File: config.mk
export PLATFORM = sky130hd
export DESIGN_NAME = timer_expiry_table
export DESIGN_NICKNAME = d
export VERILOG_FILES = /design/src/rtl/tet_pkg.sv /design/src/rtl/tet_ctrl.sv /design/src/rtl/tet_dpath.sv /design/src/rtl/timer_expiry_table.sv
export SDC_FILE = /design/constraint.sdc
export NUM_CORES = 2
export LEC_CHECK = 0
export BUFFER_PORTS_ARGS = -buffer_cell sky130_fd_sc_hd__buf_2
export CORE_UTILIZATION = 50
export CTS_CLUSTER_SIZE = 14
export DETAILED_ROUTE_END_ITERATION = 12
export GPL_ROUTABILITY_DRIVEN = 0
export GPL_TIMING_DRIVEN = 0
export PLACE_DENSITY = 0.63
export SLEW_MARGIN = 0
export SYNTH_ARGS = -nofsm -noshare
export SYNTH_HDL_FRONTEND = slang
export SYNTH_SLANG_ARGS = --single-unit
File: constraint.sdc
create_clock -name clk -period 13.65 [get_ports clk]
set_clock_uncertainty 0.15 [all_clocks]
set_input_delay 2.73 -clock clk [delete_from_list [all_inputs] [get_ports clk]]
set_output_delay 2.73 -clock clk [all_outputs]
set_load 0.05 [all_outputs]
File: src/rtl/tet_pkg.sv
// ----------------------------------------------------------------------------
// tet_pkg
// Types and constants shared by the timer expiry table modules.
// ----------------------------------------------------------------------------
package tet_pkg;

  localparam int MaxTimers = 16;
  localparam int SlotW     = $clog2(MaxTimers);

  localparam logic [1:0] OP_ADD    = 2'd0;
  localparam logic [1:0] OP_CANCEL = 2'd1;
  localparam logic [1:0] OP_CHECK  = 2'd2;
  localparam logic [1:0] OP_NOP    = 2'd3;

  localparam logic [2:0] ST_ADDED    = 3'd0;
  localparam logic [2:0] ST_FULL     = 3'd1;
  localparam logic [2:0] ST_CANCELED = 3'd2;
  localparam logic [2:0] ST_NOTFOUND = 3'd3;
  localparam logic [2:0] ST_FIRED    = 3'd4;
  localparam logic [2:0] ST_WAIT     = 3'd5;

  typedef struct packed {
    logic [1:0]  operation;
    logic [47:0] now_ms;
    logic [30:0] timeout_ms;
    logic [31:0] cancel_id;
    logic [15:0] event_tag;
  } in_item_t;

  typedef struct packed {
    logic [2:0]  status;
    logic [31:0] timer_ident;
    logic [15:0] fired_tag;
    logic [47:0] wait_ms;
    logic        last;
  } out_item_t;

  // controller -> datapath
  typedef struct packed {
    logic load;      // capture input item
    logic scan_clr;  // reset scan pointer and best
    logic scan_step; // examine one slot
    logic do_add;
    logic do_cancel;
    logic do_fire;   // remove best due entry and emit
    logic emit_wait; // emit next wait
    logic emit_resp; // emit add/cancel response
  } tet_cmd_t;

  // datapath -> controller
  typedef struct packed {
    logic scan_done;
    logic have_due;
    logic out_busy;
  } tet_sts_t;

endpackage

File: src/rtl/tet_ctrl.sv
// ----------------------------------------------------------------------------
// tet_ctrl
// Sequencer: accepts one item, runs slot scans and steers result emission.
// ----------------------------------------------------------------------------
module tet_ctrl (
  input  logic            clk,
  input  logic            rst_n,
  input  logic            in_valid,
  input  logic [1:0]      in_op,
  output logic            in_stall,
  output tet_pkg::tet_cmd_t cmd,
  input  tet_pkg::tet_sts_t sts
);
  import tet_pkg::*;

  localparam logic [2:0] S_IDLE = 3'd0;
  localparam logic [2:0] S_SCAN = 3'd1;
  localparam logic [2:0] S_FIRE = 3'd2;
  localparam logic [2:0] S_WSCN = 3'd3;
  localparam logic [2:0] S_WEMT = 3'd4;
  localparam logic [2:0] S_RESP = 3'd5;

  logic [2:0] state_r, state_nxt;
  logic [1:0] op_r, op_nxt;

  assign in_stall = (state_r != S_IDLE);

  always_comb begin
    state_nxt = state_r;
    op_nxt    = op_r;
    cmd       = '0;
    unique case (state_r)
      S_IDLE: begin
        if (in_valid && (in_op == OP_ADD || in_op == OP_CANCEL || in_op == OP_CHECK)) begin
          cmd.load     = 1'b1;
          cmd.scan_clr = 1'b1;
          op_nxt       = in_op;
          state_nxt    = S_SCAN;
        end
      end
      S_SCAN: begin
        cmd.scan_step = 1'b1;
        if (sts.scan_done) begin
          state_nxt = (op_r == OP_CHECK) ? S_FIRE : S_RESP;
        end
      end
      S_FIRE: begin
        if (!sts.out_busy) begin
          cmd.scan_clr = 1'b1;
          if (sts.have_due) begin
            cmd.do_fire = 1'b1;
            state_nxt   = S_SCAN;
          end else begin
            state_nxt = S_WSCN;
          end
        end
      end
      S_WSCN: begin
        cmd.scan_step = 1'b1;
        if (sts.scan_done) state_nxt = S_WEMT;
      end
      S_WEMT: begin
        if (!sts.out_busy) begin
          cmd.emit_wait = 1'b1;
          state_nxt     = S_IDLE;
        end
      end
      S_RESP: begin
        if (!sts.out_busy) begin
          cmd.emit_resp = 1'b1;
          cmd.do_add    = (op_r == OP_ADD);
          cmd.do_cancel = (op_r == OP_CANCEL);
          state_nxt     = S_IDLE;
        end
      end
      default: state_nxt = S_IDLE;
    endcase
  end

  always_ff @(posedge clk) begin
    if (!rst_n) begin
      state_r <= S_IDLE;
      op_r    <= OP_ADD;
    end else begin
      state_r <= state_nxt;
      op_r    <= op_nxt;
    end
  end

`ifndef ASSERT_OFF
  a_one_emit: assert property (@(posedge clk) disable iff (!rst_n)
    $countones({cmd.do_fire, cmd.emit_wait, cmd.emit_resp}) <= 1)
    else $error("more than one emit command");
  a_load_idle: assert property (@(posedge clk) disable iff (!rst_n)
    cmd.load |-> state_r == S_IDLE)
    else $error("load outside idle");
  a_load_scan: assert property (@(posedge clk) disable iff (!rst_n)
    cmd.load |=> state_r == S_SCAN)
    else $error("load not followed by scan");
`endif

endmodule

File: src/rtl/tet_dpath.sv
// ----------------------------------------------------------------------------
// tet_dpath
// Timer table, per-slot scan unit and result register.
// ----------------------------------------------------------------------------
module tet_dpath (
  input  logic              clk,
  input  logic              rst_n,
  input  tet_pkg::in_item_t in_data,
  input  tet_pkg::tet_cmd_t cmd,
  output tet_pkg::tet_sts_t sts,
  output logic              out_valid,
  input  logic              out_stall,
  output tet_pkg::out_item_t out_data
);
  import tet_pkg::*;

  logic [MaxTimers-1:0] valid_r, valid_nxt;
  logic [47:0] exp_r [MaxTimers];
  logic [31:0] id_r  [MaxTimers];
  logic [15:0] tag_r [MaxTimers];
  logic [31:0] last_id_r;

  in_item_t   item_r;
  logic [SlotW:0]   ptr_r;
  logic [SlotW-1:0] idx;
  logic             done;

  // scan results
  logic             fnd_r;   // free slot / matching id found
  logic [SlotW-1:0] fslot_r;
  logic             due_r;
  logic [SlotW-1:0] dslot_r;
  logic [47:0]      dexp_r;
  logic [31:0]      did_r;
  logic             pend_r;
  logic [47:0]      pexp_r;

  logic      out_valid_r;
  out_item_t out_r;

  logic [48:0] sum;
  logic [47:0] exp_add;

  assign idx  = ptr_r[SlotW-1:0];
  assign done = (ptr_r == (SlotW+1)'(MaxTimers - 1));
  assign sum  = {1'b0, item_r.now_ms} + {18'd0, item_r.timeout_ms};
  assign exp_add = sum[48] ? '1 : sum[47:0];

  assign sts.scan_done = done;
  assign sts.have_due  = due_r;
  assign sts.out_busy  = out_valid_r && out_stall;
  assign out_valid = out_valid_r;
  assign out_data  = out_r;

  always_comb begin
    valid_nxt = valid_r;
    if (cmd.do_add && fnd_r) valid_nxt[fslot_r] = 1'b1;
    if (cmd.do_cancel && fnd_r) valid_nxt[fslot_r] = 1'b0;
    if (cmd.do_fire) valid_nxt[dslot_r] = 1'b0;
  end

  always_ff @(posedge clk) begin
    if (!rst_n) begin
      valid_r     <= '0;
      last_id_r   <= '0;
      out_valid_r <= 1'b0;
    end else begin
      valid_r <= valid_nxt;
      if (cmd.do_add && fnd_r) last_id_r <= last_id_r + 32'd1;
      if (cmd.do_fire || cmd.emit_wait || cmd.emit_resp) out_valid_r <= 1'b1;
      else if (!out_stall) out_valid_r <= 1'b0;
    end
  end

  // payload
  always_ff @(posedge clk) begin
    if (cmd.load) item_r <= in_data;
    if (cmd.do_add && fnd_r) begin
      exp_r[fslot_r] <= exp_add;
      id_r[fslot_r]  <= last_id_r + 32'd1;
      tag_r[fslot_r] <= item_r.event_tag;
    end
    if (cmd.scan_clr) begin
      ptr_r  <= '0;
      fnd_r  <= 1'b0;
      due_r  <= 1'b0;
      pend_r <= 1'b0;
    end else if (cmd.scan_step) begin
      if (!done) ptr_r <= ptr_r + (SlotW+1)'(1);
      if (valid_r[idx]) begin
        if (!pend_r || exp_r[idx] < pexp_r) begin
          pend_r <= 1'b1;
          pexp_r <= exp_r[idx];
        end
        if (exp_r[idx] <= item_r.now_ms && (!due_r || exp_r[idx] < dexp_r ||
            (exp_r[idx] == dexp_r && id_r[idx] < did_r))) begin
          due_r   <= 1'b1;
          dslot_r <= idx;
          dexp_r  <= exp_r[idx];
          did_r   <= id_r[idx];
        end
      end
      // add: lowest free slot; cancel: lowest matching slot
      if (!fnd_r) begin
        if (item_r.operation == OP_ADD) begin
          if (!valid_r[idx]) begin
            fnd_r <= 1'b1; fslot_r <= idx;
          end
        end else if (valid_r[idx] && id_r[idx] == item_r.cancel_id) begin
          fnd_r <= 1'b1; fslot_r <= idx;
        end
      end
    end
    if (cmd.do_fire) begin
      out_r <= '{ST_FIRED, did_r, tag_r[dslot_r], 48'd0, 1'b0};
    end else if (cmd.emit_wait) begin
      out_r <= '{ST_WAIT, 32'd0, 16'd0, pend_r ? pexp_r - item_r.now_ms : 48'd0, 1'b1};
    end else if (cmd.emit_resp) begin
      if (item_r.operation == OP_ADD) begin
        // note fnd_r means a free slot was found for an add
        if (fnd_r) out_r <= '{ST_ADDED, last_id_r + 32'd1, 16'd0, 48'd0, 1'b1};
        else out_r <= '{ST_FULL, 32'd0, 16'd0, 48'd0, 1'b1};
      end else begin
        out_r <= '{fnd_r ? ST_CANCELED : ST_NOTFOUND, item_r.cancel_id,
                   16'd0, 48'd0, 1'b1};
      end
    end
  end

`ifndef ASSERT_OFF
  a_hold: assert property (@(posedge clk) disable iff (!rst_n)
    (out_valid_r && out_stall) |-> !(cmd.do_fire || cmd.emit_wait || cmd.emit_resp))
    else $error("result overwritten while stalled");
  a_fire_due: assert property (@(posedge clk) disable iff (!rst_n)
    cmd.do_fire |-> due_r && valid_r[dslot_r])
    else $error("fire without due entry");
  a_fire_clr: assert property (@(posedge clk) disable iff (!rst_n)
    cmd.do_fire |=> !valid_r[$past(dslot_r)])
    else $error("fired entry not removed");
`endif

endmodule

File: src/rtl/timer_expiry_table.sv
// ----------------------------------------------------------------------------
// timer_expiry_table
// Table of one-shot timers with add, cancel and expiry check.
// ----------------------------------------------------------------------------
// One item at a time. Each slot scan examines one table slot (16) per cycle:
// add and cancel run one scan and then respond; a check scans and fires the
// earliest due timer until a scan finds nothing more due, then runs a final
// next-wait scan, all on the single slot-compare unit. Results leave
// through an output register; each transaction's final result carries last.
module timer_expiry_table (
  input  logic                clk,
  input  logic                rst_n,
  input  logic                in_valid,
  output logic                in_stall,
  input  tet_pkg::in_item_t   in_data,
  output logic                out_valid,
  input  logic                out_stall,
  output tet_pkg::out_item_t  out_data
);
  import tet_pkg::*;

  tet_cmd_t cmd;
  tet_sts_t sts;

  tet_ctrl u_ctrl (
    .clk, .rst_n, .in_valid, .in_op(in_data.operation), .in_stall, .cmd, .sts
  );

  tet_dpath u_dpath (
    .clk, .rst_n, .in_data, .cmd, .sts, .out_valid, .out_stall, .out_data
  );

endmodule

; Word-level counts from Yosys, hierarchy flattened
; Memory sizes are Yosys's and may differ from the RTL's. A register that Yosys moved wholly into a read port is not among the register bits.
; Index checks and enable logic that the tools add are counted.
[classes]
addsub = 4
n_lt_le_gt_ge = 9
n_eq_ne = 19
n_mux = 53
n_bitwise = 8
n_reduce_logical = 37
[ops]
columns = cell, n
row1 = $mux W98, 3
row2 = $mux W99, 1
row3 = $mux W97, 1
row4 = $lt A48 B48 Y1, 2
row5 = $mux W48, 2
row6 = $add A48 B31 Y49, 1
row7 = $eq A48 B48 Y1, 1
row8 = $le A48 B48 Y1, 1
row9 = $mux W16, 3
row10 = $sub A48 B48 Y48, 1
row11 = $add A32 B1 Y32 const B, 1
row12 = $and A16 B16 Y16, 2
row13 = $eq A32 B32 Y1, 1
row14 = $lt A32 B32 Y1, 1
row15 = $mux W4, 8
row16 = $not A16 Y16, 2
row17 = $mux W1, 20
row18 = $mux W3, 6
row19 = $or A16 B16 Y16, 1
row20 = $lt A4 B5 Y1 const B, 3
row21 = $pmux W3 S5, 1
row22 = $reduce_and A5 Y1, 2
row23 = $logic_and A1 B1 Y1, 9
row24 = $demux W1 S4, 2
row25 = 24 further kinds, 55
[word_totals]
regBits = 427
mem_bits_rw = 1536
output_inout_bits = 102
wordCells = 158
n_memories = 3
[mem_list]
columns = memory, depth, word_bits, read_ports, rd_clocked_by_memory_dff, write_ports, line
row1 = u_dpath.exp_r, 16, 48, 1, 1, 1, tet_dpath.sv:18  ; logic [47:0] exp_r [MaxTimers];
row2 = u_dpath.id_r, 16, 32, 1, 1, 1, tet_dpath.sv:19  ; logic [31:0] id_r [MaxTimers];
row3 = u_dpath.tag_r, 16, 16, 1, 1, 1, tet_dpath.sv:20  ; logic [15:0] tag_r [MaxTimers];

; Logic depth before layout (Yosys ltp)
[depth]
depth_word = 10
ltp_mapped = 21

; By module
; From an unflattened synthesis, not the netlist that was laid out.
[unflattened]
cells_unflattened = 4729
area_unflattened_um2 = 82878.2
[modules_own_cells]
columns = mod, instances, cells_each, area_per_inst_um2
row1 = tet_dpath, 1, 4683, 82509.1
row2 = tet_ctrl, 1, 46, 369.1

; Least setup slack after synthesis
; No wires, ideal clock.
[synth_timing]
kind = input -> register
startpoint = input port out_stall
endpoint = memory u_dpath.exp_r[4][0], enable pin
setup_time_ns = 0.670
arrival_ns = 10.564
required_ns = 12.830
path_slack_ns = 2.266
cell_stages = 5
cell_sequence = nand2_1 nand3_1 nor4_1 nand3b_1 nor3_1
[synth_between]
elab_chain_cells = 6
[synth_rtl]
columns = element, line
row1 = "start, declared", timer_expiry_table.sv:17  ; input logic out_stall,
row2 = $logic_and A1 B1 Y1, tet_dpath.sv:51  ; assign sts.out_busy = out_valid_r && out_stall;
row3 = $mux W2, tet_ctrl.sv:69  ; if (!sts.out_busy) begin
row4 = $mux W2, tet_ctrl.sv:32  ; unique case (state_r)
row5 = $logic_and A1 B1 Y1, tet_dpath.sv:78  ; if (cmd.do_add && fnd_r) begin
row6 = $mux W1, tet_dpath.sv:78
row7 = $mux W1 (not written as such), tet_dpath.sv:79  ; exp_r[fslot_r] <= exp_add;
row8 = "end, declared", tet_dpath.sv:18
; No other way between the ends.

==> run summary <==
Simple-gate portion of the synthesized area -> 4.06%
Clock Pin Slew Worst Setup and Hold Paths -> 60 ps
Post-synthesis sequential area ratio -> 70.1%
IO Port Bufs -> 233
Main combinational cell family by area after synthesis -> multiplexers
PostCTS Resize Cnt -> 0
Initial antenna violation count -> 3
CP top delay family -> buffers and inverters
Pwr/cell area -> 171 nW/µm²
Comb power frac -> 21.9%
Hold-fix buffers at CTS -> 0
Final min period -> 10270 ps
Post-synthesis mux area share -> 13.4%
Final ANT Viol Nets -> 0
Synth-to-layout area growth -> 15.7%
XOR/XNOR Fraction of Synth Area -> 1.72%
Clock power share -> 32.7%
Synthesized flop and latch total -> 1971
Share of layout cells above drive strength 1 -> 23.2%
Synth Area in Compound Gates -> 4.91%
Critical path class -> reg -> reg
CTS H-Tree Depth -> 4
CTS sink count -> 1971
Adder-Cell Fraction of Synth Area -> 3.91%
Synthesized Nets -> 5012
Core box area -> 164000 µm²
Iter 0 DRT Violations -> 4862
Crit. End Element -> register
Switch share -> 29.6%
Critical path required time -> 14210 ps
Largest net degree at the start of global routing -> 60
Setup violations, final -> 0
Worst path bufs/invs -> 11
Post-synth EDFFs -> 1849
Unrepaired setup endpoints after global routing -> no
Final Util -> 58.5%
Vias per cell -> 6.08
NetSw -> 4.82 mW
Syn. warnings -> 0
Lkg Pwr -> 32.0 nW
Period utilization -> 75.2%
Main flop type after synthesis -> edfxtp_1
Avg Cell Area, Syn -> 17.9 µm²
Yosys cell types -> 74
Routed len/inst -> 29.3 µm
Num CTS Buffers -> 200
VDD IR max -> 201 µV
CP max stage delay -> 880 ps
CTS Root Cell -> clkbuf_16
Nets -> 5589
Diode count -> 0
I/O Pins -> 235
Final Routed Wirelength -> 221 mm
DRC Markers -> 0
Status -> completed
Clk Latency, worst-skew pair -> 830 ps
Chip height -> 409 µm
Via Count -> 45900
Hold Vio Cnt, Final -> 0
Clock tree buffer depth -> 3
All-Layer GR Usage -> 26.5%
Max Freq -> 97.4 MHz
WP data arrival -> 10820 ps
Die area -> 167000 µm²
First-pass GRT wire length -> 320 mm
Grt total ovfl -> 0
Max-slew headroom -> 3.01%
Slew Limit Fails -> 0
Worst hold path class -> reg -> reg
Reg power frac -> 45.4%
CP max-delay cell -> buf_1
Crit-path cells -> buf_2 > buf_2 > buf_2 > buf_1 > clkbuf_1 > clkbuf_1 > clkbuf_1 > mux4_2 > ha_1 > nand4_1 > a2111oi_0 > nand4_1 > o31ai_1 > o21ai_0 > buf_4 > a21oi_4 > buf_12 > buf_12 > buf_16 > mux2_2
Starting density of the core -> 50.6%
Syn Inst Count -> 4622
CP Launch Type -> register
Setup Fix Bufs, Post-CTS -> 0
Slew at the pin closest to its max-slew limit -> 1450 ps
Pint -> 11.5 mW
Die width -> 409 µm
Final instance area -> 95700 µm²
Pre-Repair DR Iteration Count -> 6
Row count -> 148
Max-cap viol count -> 0
CP Max Fanout -> 26
Synth Cell Area -> 82700 µm²
DP HPWL -> 154 mm
CTS tree -> yes
Area after DPL -> 89200 µm²
Vias in the first global route -> 46300
Async S/R FF share, synth -> 0%
Yosys cell counts, types with 60 or more instances:
master	count	area share, %
inv_1	208	0.94
nand2_1	220	1.0
a21o_1	83	0.75
xnor2_1	102	1.1
a21oi_1	138	0.83
edfxtp_1	1849	67
dfxtp_1	122	3.0
ha_1	255	3.9
xor2_1	60	0.64
nor2_1	133	0.60
mux4_2	462	13
clkbuf_1	86	0.39
o21ai_0	140	0.85
power groups by stage:
stage / clock network (mW) / registers [mW] / logic [mW]
CTS: 5.40 / 7.41 / 3.58
detailed placement: 0 / 7.53 / 3.56
global route: 5.61 / 7.43 / 3.87
global placement: 0 / 7.57 / 3.47
floorplan: 0 / 7.60 / 2.21
finish: 5.33 / 7.41 / 3.58
path summary, 6_finish.rpt:
check                  startpoint                   end  slack [ps]  cells after the start
max                      register              register        3380                     20
min          u_dpath.out_data[36]  u_dpath.out_data[36]         300                      2
max reg2reg              register              register        3380                     20
min reg2reg  u_dpath.out_data[36]  u_dpath.out_data[36]         300                      2
per-stage QoR:
step	hold WS [ps]	instances	total power [mW]	setup slack (ps)	setup TNS [ps]
floorplan	302	4622	9.80	2270	0
global placement	281	7030	11.0	-8950	-5973900
detailed placement	292	7171	11.1	3320	0
CTS	304	7544	16.4	3280	0
global route	317	7545	16.9	3140	0
finish	298	7545	16.3	3380	0
tightest hold or removal path, delay by kind of cell (launching register included):
kind | cells | cell delay (ps)
compound gates | 1 | 50
simple gates | 1 | 40
flops | 1 | 320
layout make-up:
type | count | area [µm²]
plain buffers | 182 | 822
multi-input cells | 2259 | 23500
inverters | 210 | 788
flip-flops and latches | 1971 | 58000
fillers | 12100 | 67800
repair buffers | 375 | 3570
clock buffers | 249 | 5330
well taps | 2175 | 2720
clock inverters | 124 | 1050
cells in the final DEF, fill, tap and decap left out, types with 34 or more instances in the layout:
master        n
edfxtp_1   1849
mux4_2      462
buf_2       280
ha_1        255
nand2_1     220
inv_1       207
clkbuf_16   205
a21oi_1     137
o21ai_0     136
clkbuf_1    126
dfxtp_1     122
nor2_1      118
xnor2_1      86
a21o_1       83
nand3_1      57
mux2i_1      57
xor2_1       53
nand4_1      52
buf_6        52
buf_12       52
clkinv_1     48
and3_1       42
clkinv_2     42
a22oi_1      41
o22ai_1      37
buf_1        34
cells by family (layout without fill, tap and decap cells):
| kind of cell | count (synthesis) | in the layout |
|---|---|---|
| AO/OA/AOI/OAI | 624 | 624 |
| buffers and inverters | 392 | 1140 |
| multiplexers | 528 | 528 |
| flip-flops | 1971 | 1971 |
| AND/OR/NAND/NOR | 688 | 688 |
| XOR/XNOR | 162 | 162 |
| adder cells (fa/ha/maj) | 257 | 257 |
state kept, by name, summed over array words and instances (netlist names), named ones only:
register           count
u_dpath.id_r         512
u_dpath.due_r          1
u_dpath.fslot_r        4
u_dpath.item_r       129
u_dpath.last_id_r     32
u_dpath.ptr_r          5
u_ctrl.op_r            2
u_dpath.out_data     100
u_dpath.tag_r        256
u_dpath.pexp_r        48
u_dpath.pend_r         1
u_dpath.valid_r       16
u_dpath.exp_r        768
u_dpath.fnd_r          1
u_dpath.dexp_r        48
u_dpath.dslot_r        4
u_dpath.out_valid      1
u_ctrl.state_r         3
u_dpath.did_r         32
routing by layer:
metal / part of all wire, % / global-route usage (%)
met1: 42 / 37.3
met2: 48 / 43.0
met3: 6.9 / 4.13
met4: 3.0 / 8.03
met5: 0.0059 / 0
(Power assumes the default switching activity.)
